$ cat src/sv/mkmc_pkg.sv
// mkmc_pkg: shared types, codes and helpers for the keyword match counter
// used by multi_keyword_match_counter_unit; no dependencies
package mkmc_pkg;

  localparam int NUM_KEYWORDS_DEF = 16;
  localparam int KEY_BYTES_DEF    = 16;

  localparam logic [3:0]  RANK_NONE = 4'd10;
  localparam logic [31:0] COUNT_MAX = 32'hFFFF_FFFF;

  typedef enum logic [1:0] {
    OP_LOAD = 2'd0,
    OP_TEXT = 2'd1,
    OP_END  = 2'd2,
    OP_READ = 2'd3
  } op_t;

  typedef enum logic [1:0] {
    ST_IDLE,
    ST_SCAN,
    ST_FINISH
  } state_t;

  function automatic logic [31:0] sat_inc(input logic [31:0] v);
    return (v == COUNT_MAX) ? v : v + 32'd1;
  endfunction

endpackage

$ cat src/sv/multi_keyword_match_counter_unit.sv
// multi_keyword_match_counter_unit: keyword table with per-byte multi-keyword matching
// one shared compare unit scans the keyword memory a keyword per cycle
// depends on mkmc_pkg
//
// sequencing: load, end-of-text and count read pass through the finish state, which registers their result
// once the output register is free; a text byte first scans min(keywords_in_use, NUM_KEYWORDS) keywords,
// one keyword row read from the keyword memory port and compared per cycle
// throughput: one item at a time, the next transfer is taken once the result is registered
// reset: synchronous, clears counts, window, lengths and keywords_in_use; no clearing pass
module multi_keyword_match_counter_unit #(
  parameter int NUM_KEYWORDS = mkmc_pkg::NUM_KEYWORDS_DEF,
  parameter int KEY_BYTES    = mkmc_pkg::KEY_BYTES_DEF
) (
  input  logic        clk,
  input  logic        rst,

  input  logic        cfg_we,
  input  logic [4:0]  cfg_wdata,

  input  logic        in_valid,
  output logic        in_ready,
  input  logic [1:0]  op,
  input  logic [3:0]  keyword_index,
  input  logic [3:0]  char_pos,
  input  logic [7:0]  char_value,
  input  logic [4:0]  keyword_length,
  input  logic [7:0]  keyword_rank,

  output logic        out_valid,
  input  logic        out_ready,
  output logic [31:0] total_matches,
  output logic [4:0]  matches_this_byte,
  output logic [3:0]  best_rank,
  output logic [31:0] keyword_hits
);

  localparam int KIW = (NUM_KEYWORDS > 1) ? $clog2(NUM_KEYWORDS) : 1;
  localparam int CW  = $clog2(NUM_KEYWORDS + 1);
  localparam int LW  = $clog2(KEY_BYTES + 1);
  localparam int WIW = $clog2(KEY_BYTES);
  localparam int RW  = KEY_BYTES * 8;

  // control state
  mkmc_pkg::state_t state, state_next;
  logic [4:0]       keywords_in_use;
  logic [CW-1:0]    rd_k;
  logic             cmp_v;
  logic [KIW-1:0]   cmp_k;
  logic [LW-1:0]    window_fill;
  logic [31:0]      match_total;
  logic [3:0]       lowest_rank;
  logic [4:0]       byte_count;
  logic [NUM_KEYWORDS-1:0] meta_valid;
  logic [NUM_KEYWORDS-1:0] hit_valid;

  // item and snapshot registers
  mkmc_pkg::op_t    op_q;
  logic             hit_ok_q;
  logic [31:0]      snap_total;
  logic [3:0]       snap_rank;
  logic [7:0]       text_window [KEY_BYTES];

  // memories and their read registers
  logic [RW-1:0]    key_mem  [NUM_KEYWORDS];
  logic [LW+7:0]    meta_mem [NUM_KEYWORDS];
  logic [31:0]      hit_mem  [NUM_KEYWORDS];
  logic [RW-1:0]    row_q;
  logic [7:0]       rank_q;
  logic [LW-1:0]    len_q;
  logic             meta_valid_q;
  logic [31:0]      hit_q;
  logic             hit_valid_q;

  // control
  mkmc_pkg::op_t    op_in;
  logic             accept;
  logic             idx_ok;
  logic [KIW-1:0]   idx_addr;
  logic [LW-1:0]    len_clamped;
  logic [CW-1:0]    active;
  logic             issue;
  logic             finish_load;
  logic             load_we;
  logic             hit_rd_en;
  logic [KIW-1:0]   hit_rd_addr;
  logic [LW-1:0]    eff_len;
  logic             bytes_ok;
  logic             match;
  logic [31:0]      hit_new;

  assign op_in    = mkmc_pkg::op_t'(op);
  assign accept   = in_valid && in_ready;
  assign idx_ok   = int'(keyword_index) < NUM_KEYWORDS;
  assign idx_addr = KIW'(keyword_index);
  assign len_clamped = (int'(keyword_length) > KEY_BYTES) ? LW'(KEY_BYTES)
                                                          : LW'(keyword_length);
  assign active = (int'(keywords_in_use) > NUM_KEYWORDS) ? CW'(NUM_KEYWORDS)
                                                         : CW'(keywords_in_use);
  assign load_we     = accept && (op_in == mkmc_pkg::OP_LOAD) && idx_ok;
  assign hit_rd_en   = issue || (accept && (op_in == mkmc_pkg::OP_READ));
  assign hit_rd_addr = issue ? rd_k[KIW-1:0] : idx_addr;

  // sequencer next state
  always_comb begin
    state_next = state;
    case (state)
      mkmc_pkg::ST_IDLE: begin
        if (accept) begin
          state_next = (op_in == mkmc_pkg::OP_TEXT) ? mkmc_pkg::ST_SCAN
                                                    : mkmc_pkg::ST_FINISH;
        end
      end
      mkmc_pkg::ST_SCAN: begin
        if (rd_k == active && !cmp_v) begin
          state_next = mkmc_pkg::ST_FINISH;
        end
      end
      mkmc_pkg::ST_FINISH: begin
        if (finish_load) begin
          state_next = mkmc_pkg::ST_IDLE;
        end
      end
      default: state_next = mkmc_pkg::ST_IDLE;
    endcase
  end

  // sequencer outputs
  always_comb begin
    in_ready    = 1'b0;
    issue       = 1'b0;
    finish_load = 1'b0;
    case (state)
      mkmc_pkg::ST_IDLE:   in_ready = 1'b1;
      mkmc_pkg::ST_SCAN:   issue = (rd_k < active);
      mkmc_pkg::ST_FINISH: finish_load = !out_valid || out_ready;
      default: ;
    endcase
  end

  // shared compare unit: one keyword row against the window ending at the newest byte
  always_comb begin
    eff_len  = meta_valid_q ? len_q : '0;
    bytes_ok = 1'b1;
    for (int i = 0; i < KEY_BYTES; i++) begin
      if (i < int'(eff_len)) begin
        if (row_q[i*8 +: 8] != text_window[WIW'(int'(eff_len) - 1 - i)]) begin
          bytes_ok = 1'b0;
        end
      end
    end
    match   = cmp_v && (eff_len != '0) && (eff_len <= window_fill) && bytes_ok;
    hit_new = mkmc_pkg::sat_inc(hit_valid_q ? hit_q : 32'd0);
  end

  // control registers
  always_ff @(posedge clk) begin
    if (rst) begin
      state           <= mkmc_pkg::ST_IDLE;
      keywords_in_use <= '0;
      rd_k            <= '0;
      cmp_v           <= 1'b0;
      window_fill     <= '0;
      match_total     <= '0;
      lowest_rank     <= mkmc_pkg::RANK_NONE;
      byte_count      <= '0;
      meta_valid      <= '0;
      hit_valid       <= '0;
      out_valid       <= 1'b0;
    end else begin
      state <= state_next;
      if (cfg_we) begin
        keywords_in_use <= cfg_wdata;
      end
      if (load_we) begin
        meta_valid[idx_addr] <= 1'b1;
      end
      cmp_v <= issue;
      if (issue) begin
        rd_k <= rd_k + CW'(1);
      end
      if (accept && op_in == mkmc_pkg::OP_TEXT) begin
        rd_k       <= '0;
        byte_count <= '0;
        if (window_fill < LW'(KEY_BYTES)) begin
          window_fill <= window_fill + LW'(1);
        end
      end
      if (accept && op_in == mkmc_pkg::OP_END) begin
        match_total <= '0;
        lowest_rank <= mkmc_pkg::RANK_NONE;
        window_fill <= '0;
        hit_valid   <= '0;
      end
      if (match) begin
        hit_valid[cmp_k] <= 1'b1;
        match_total      <= mkmc_pkg::sat_inc(match_total);
        byte_count       <= byte_count + 5'd1;
        if (rank_q < {4'b0, lowest_rank}) begin
          lowest_rank <= rank_q[3:0];
        end
      end
      if (finish_load) begin
        out_valid <= 1'b1;
      end else if (out_ready) begin
        out_valid <= 1'b0;
      end
    end
  end

  // text window, item and result registers
  always_ff @(posedge clk) begin
    if (rst) begin
      for (int i = 0; i < KEY_BYTES; i++) begin
        text_window[i] <= '0;
      end
    end else if (accept && op_in == mkmc_pkg::OP_TEXT) begin
      text_window[0] <= char_value;
      for (int i = 1; i < KEY_BYTES; i++) begin
        text_window[i] <= text_window[i-1];
      end
    end else if (accept && op_in == mkmc_pkg::OP_END) begin
      for (int i = 0; i < KEY_BYTES; i++) begin
        text_window[i] <= '0;
      end
    end
  end

  always_ff @(posedge clk) begin
    if (accept) begin
      op_q       <= op_in;
      hit_ok_q   <= idx_ok;
      snap_total <= match_total;
      snap_rank  <= lowest_rank;
    end
    if (issue) begin
      cmp_k <= rd_k[KIW-1:0];
    end
    if (finish_load) begin
      total_matches     <= (op_q == mkmc_pkg::OP_END) ? snap_total : match_total;
      best_rank         <= (op_q == mkmc_pkg::OP_END) ? snap_rank : lowest_rank;
      matches_this_byte <= (op_q == mkmc_pkg::OP_TEXT) ? byte_count : 5'd0;
      keyword_hits      <= (op_q == mkmc_pkg::OP_READ && hit_ok_q && hit_valid_q)
                           ? hit_q : 32'd0;
    end
  end

  // keyword byte memory, one row per keyword, byte-lane writes
  always_ff @(posedge clk) begin
    for (int i = 0; i < KEY_BYTES; i++) begin
      if (load_we && int'(char_pos) == i) begin
        key_mem[idx_addr][i*8 +: 8] <= char_value;
      end
    end
    if (issue) begin
      row_q <= key_mem[rd_k[KIW-1:0]];
    end
  end

  // length and rank memory
  always_ff @(posedge clk) begin
    if (load_we) begin
      meta_mem[idx_addr] <= {keyword_rank, len_clamped};
    end
    if (issue) begin
      {rank_q, len_q} <= meta_mem[rd_k[KIW-1:0]];
      meta_valid_q    <= meta_valid[rd_k[KIW-1:0]];
    end
  end

  // hit count memory
  always_ff @(posedge clk) begin
    if (match) begin
      hit_mem[cmp_k] <= hit_new;
    end
    if (hit_rd_en) begin
      hit_q       <= hit_mem[hit_rd_addr];
      hit_valid_q <= hit_valid[hit_rd_addr];
    end
  end

  a_end_clears_total: assert property (@(posedge clk) disable iff (rst)
    accept && op_in == mkmc_pkg::OP_END |=> match_total == 32'd0)
    else $error("total not cleared after end of text");

  a_scan_bound: assert property (@(posedge clk) disable iff (rst)
    state == mkmc_pkg::ST_SCAN |-> rd_k <= active)
    else $error("scan counter past active keywords");

  a_cmp_in_scan: assert property (@(posedge clk) disable iff (rst)
    cmp_v |-> state == mkmc_pkg::ST_SCAN)
    else $error("compare stage busy outside scan");

  a_rank_range: assert property (@(posedge clk) disable iff (rst)
    lowest_rank <= mkmc_pkg::RANK_NONE)
    else $error("best rank above none code");

  a_fill_range: assert property (@(posedge clk) disable iff (rst)
    window_fill <= LW'(KEY_BYTES))
    else $error("window fill above key length");

endmodule

$ cat config.mk
export PLATFORM = sky130hd
export DESIGN_NAME = multi_keyword_match_counter_unit
export DESIGN_NICKNAME = d
export VERILOG_FILES = /design/src/sv/mkmc_pkg.sv /design/src/sv/multi_keyword_match_counter_unit.sv
export SDC_FILE = /design/constraint.sdc
export NUM_CORES = 2
export LEC_CHECK = 0
export BUFFER_PORTS_ARGS = -buffer_cell sky130_fd_sc_hd__buf_2
export CAP_MARGIN = 10
export CORE_MARGIN = 8
export CORE_UTILIZATION = 45
export CTS_CLUSTER_SIZE = 20
export DETAILED_ROUTE_END_ITERATION = 7
export MAX_ROUTING_LAYER = met4
export PLACE_DENSITY = 0.63
export REMOVE_ABC_BUFFERS = 1
export SYNTH_ARGS = -nofsm -noshare
export SYNTH_HDL_FRONTEND = slang
export SYNTH_SLANG_ARGS = --single-unit
$ cat constraint.sdc
create_clock -name clk -period 11.79 [get_ports clk]
set_clock_uncertainty 0.2 [all_clocks]
set_input_delay 1.179 -clock clk [delete_from_list [all_inputs] [get_ports clk]]
set_output_delay 1.179 -clock clk [all_outputs]
set_load 0.05 [all_outputs]
==> results.json <==
{
  "status": "completed",
  "synth_xor_area_share_pct": 1.241,
  "async_flop_share_pct": 0,
  "setup_tns_ps": 0,
  "cp.arrival_ps": 9750,
  "clock_latency_ps": 890,
  "end_kind": "flop",
  "post-place-cells": 11270,
  "areaGrowthSynthToFinish_pct": 11.35,
  "fp.dieH_um": 564.1,
  "max_slew.worst_pin.slew_ps": 1321,
  "num_vias": 72480,
  "fin_cells": 11860,
  "syn_avg_cell_area_um2": 17.83,
  "core_mm2": 0.2993,
  "grt_setup_unrepaired": "no",
  "cts_max_path_buffers": 4,
  "start_util_pct": 45.17,
  "cp_max_fo": 140,
  "drtAntennaViolNets": 0,
  "drv_slew": 0,
  "worst_hold_path_type": "flop to flop",
  "routabilityCongestion": 0.9184,
  "grt_start_max_net_pins": 196,
  "synthSimpleGateAreaFrac_pct": 5.782,
  "via_per_inst": 6.109,
  "cts-hold-fix-buffers": 0,
  "die_w_um": 564.1,
  "max_freq_ghz": 0.1056,
  "drv_cap": 0,
  "cts_tree": "yes",
  "synth_cell_types": 90,
  "nets": 7707,
  "yosys_warnings": 0,
  "critPathMaxStageDelay_ps": 930,
  "cts_buffers": 332,
  "dp_hpwl_um": 212900,
  "period_share_pct": 80.34,
  "start_kind": "flop",
  "synth-edff-count": 3122,
  "finalHoldViolations": 0,
  "syn_area_mm2": 0.1352,
  "setup_viol": 0,
  "drive_gt1_share_pct": 20.62,
  "ioPinCount": 116,
  "antenna_found_initial": 15,
  "grt_pass1_vias": 71240,
  "drcViolationCount": 0,
  "wl_per_cell_um": 29.36,
  "routed_wl_um": 348300,
  "grt_pass1_wl_um": 508300,
  "dieArea_mm2": 0.3182,
  "muxShareOfSynthArea_pct": 14.60,
  "power.leakage_nw": 46.70,
  "ys.flop_type": "edfxtp_1",
  "cts_setup_buffers": 0,
  "dr.pass1.iters": 5,
  "syn_inst": 7581,
  "relSlewSlack_pct": 11.95,
  "worstSetupPathType": "flop to flop",
  "synth_top_family_by_area": "multiplexers",
  "power_density_mw_per_mm2": 160.6,
  "grt.total_usage_pct": 22.14,
  "fin_util_pct": 50.30,
  "rows": 201,
  "path_buf_inv": 3,
  "crit_slowest_cell": "and3_2",
  "crit_family": "simple AND/OR/NAND/NOR gates",
  "synth_compound_area_share_pct": 4.881,
  "cts-htree-levels": 5,
  "drtIter0Drc": 7920,
  "path_cells": "buf_12, and2_1, inv_4, ha_1, a21boi_2, nor2_4, buf_4, ha_1, nand2_1, a211oi_1, nor4_1, mux2i_1, xor2_1, nand4_1, nor4_1, o2111ai_1, nand2_1, nand2_4, nor2_1, and3_2",
  "ys_seq_elements": 3278,
  "post_cts_resized": 0,
  "clkTransAtPathRegs_ps": 60,
  "peakVddDrop_mv": 0.1172,
  "portBuffers": 115,
  "synthAdderAreaFrac_pct": 0.2314,
  "grt_overflow": 0,
  "cts-root-buf": "clkbuf_16",
  "min_period_ps": 9472,
  "worst_ep_required_time_ps": 12060,
  "seq_area_frac_synth_pct": 71.66,
  "clkSinkCount": 3278
}
[kinds of logic (layout without fill, tap and decap cells)]
logic type,Yosys count,in the layout
AO/OA/AOI/OAI,945,945
flip-flops,3278,3278
multiplexers,1003,1003
buffers and inverters,539,852
other,0,12
AND/OR/NAND/NOR,1608,1608
XOR/XNOR,183,183
adder cells (fa/ha/maj),25,25
[final cells by class]
| class | instances | area [µm²] |
|---|---|---|
| clock buffers | 408 | 8760 |
| fillers | 24060 | 148700 |
| flip-flops and latches | 3278 | 96890 |
| clock inverters | 179 | 1744 |
| diodes | 12 | 30.03 |
| repair buffers | 233 | 1617 |
| multi-input cells | 3764 | 36420 |
| well taps | 3958 | 4952 |
| inverters | 32 | 130.1 |
[sequential cells by signal, summed over array words and instances, names as in the netlist, 16 cells and up]
signal         flops
row_q            128
hit_mem          512
total_matches     32
hit_q             32
key_mem         2048
hit_valid         16
match_total       32
meta_valid        16
text_window      128
snap_total        32
meta_mem         208
keyword_hits      32
[Yosys cell counts, drive strengths merged, types with 14 or more instances]
| master | instances | area, µm² |
|---|---|---|
| o22ai | 37 | 231.5 |
| a22o | 34 | 297.8 |
| dfxtp | 156 | 3123 |
| o21ai | 44 | 220.2 |
| a31oi | 68 | 425.4 |
| and2 | 191 | 1195 |
| nor3 | 38 | 190.2 |
| nand2b | 27 | 168.9 |
| mux2i | 169 | 1692 |
| nand3 | 53 | 275.3 |
| xor2 | 76 | 665.6 |
| nor2b | 28 | 175.2 |
| nand4 | 46 | 287.8 |
| mux2 | 65 | 731.9 |
| a221oi | 14 | 122.6 |
| nor2 | 420 | 1587 |
| buf | 136 | 654.4 |
| xnor2 | 107 | 1012 |
| nand2 | 513 | 1933 |
| ha | 25 | 312.8 |
| a21oi | 242 | 1215 |
| a21o | 18 | 135.1 |
| mux4 | 769 | 17320 |
| a211oi | 267 | 2004 |
| o221ai | 28 | 245.2 |
| a2111oi | 16 | 148.9 |
| a311oi | 67 | 586.8 |
| nor4 | 42 | 277.8 |
| and3 | 157 | 982.2 |
| inv | 30 | 115.1 |
| clkbuf | 371 | 1393 |
| or3 | 15 | 93.84 |
| edfxtp | 3122 | 93750 |
[power by group]
group          total (mW)  internal [mW]  switching (mW)  leakage (nW)
clock network        10.3           5.87            4.39          5.14
logic                1.05          0.312           0.734          12.0
registers            12.9           12.8          0.0607          29.6
[per-stage QoR]
stage	power, mW	hold WS [ps]	cell area, µm²	worst slack (ps)
after floorplan	13.85	208.2	133100	-40300
after global placement	14.14	220.0	140000	2536
after CTS	24.35	234.8	150500	2420
final	24.17	233.1	150500	2318
after detailed placement	14.16	218.6	140000	2463
after global routing	24.84	249.2	150500	1941
[layer usage]
metal / GRT usage (%) / vias up / part of all wire, %
li1: - / 30860 / -
met4: 5.467 / 0 / 2.6
met3: 3.080 / 501 / 7.0
met1: 31.49 / 38260 / 43
met5: - / - / 0
met2: 34.15 / 2861 / 47
[placed cells by master (no fill, tap or decap), types with 44 or more instances in the layout]
master	netlist	routed
mux2i_1	169	167
nor2_1	418	399
clkbuf_1	371	65
a311oi_1	67	67
nand4_1	46	46
xor2_1	76	76
clkinv_1	2	65
and3_1	157	149
a211oi_1	267	267
edfxtp_1	3122	3122
nand3_1	51	45
buf_4	13	112
buf_2	52	107
a31oi_1	68	68
mux2_2	62	62
o21ai_0	44	44
xnor2_1	100	97
and2_1	183	183
nand2_1	512	500
clkinv_2	0	58
a21oi_1	241	239
dfxtp_1	156	152
clkbuf_16	0	337
mux4_2	769	769
[final timing paths]
kind | slack, ps | depth (start not counted) | endpoint | startpoint
hold reg to reg | 230 | 0 | snap_rank[2] | lowest_rank[2]
setup / recovery | 2320 | 20 | hit_mem[10][30] | meta_valid_q
setup reg to reg | 2320 | 20 | hit_mem[10][30] | meta_valid_q
hold / removal | 230 | 0 | snap_rank[2] | lowest_rank[2]
(Power assumes the default switching activity.)
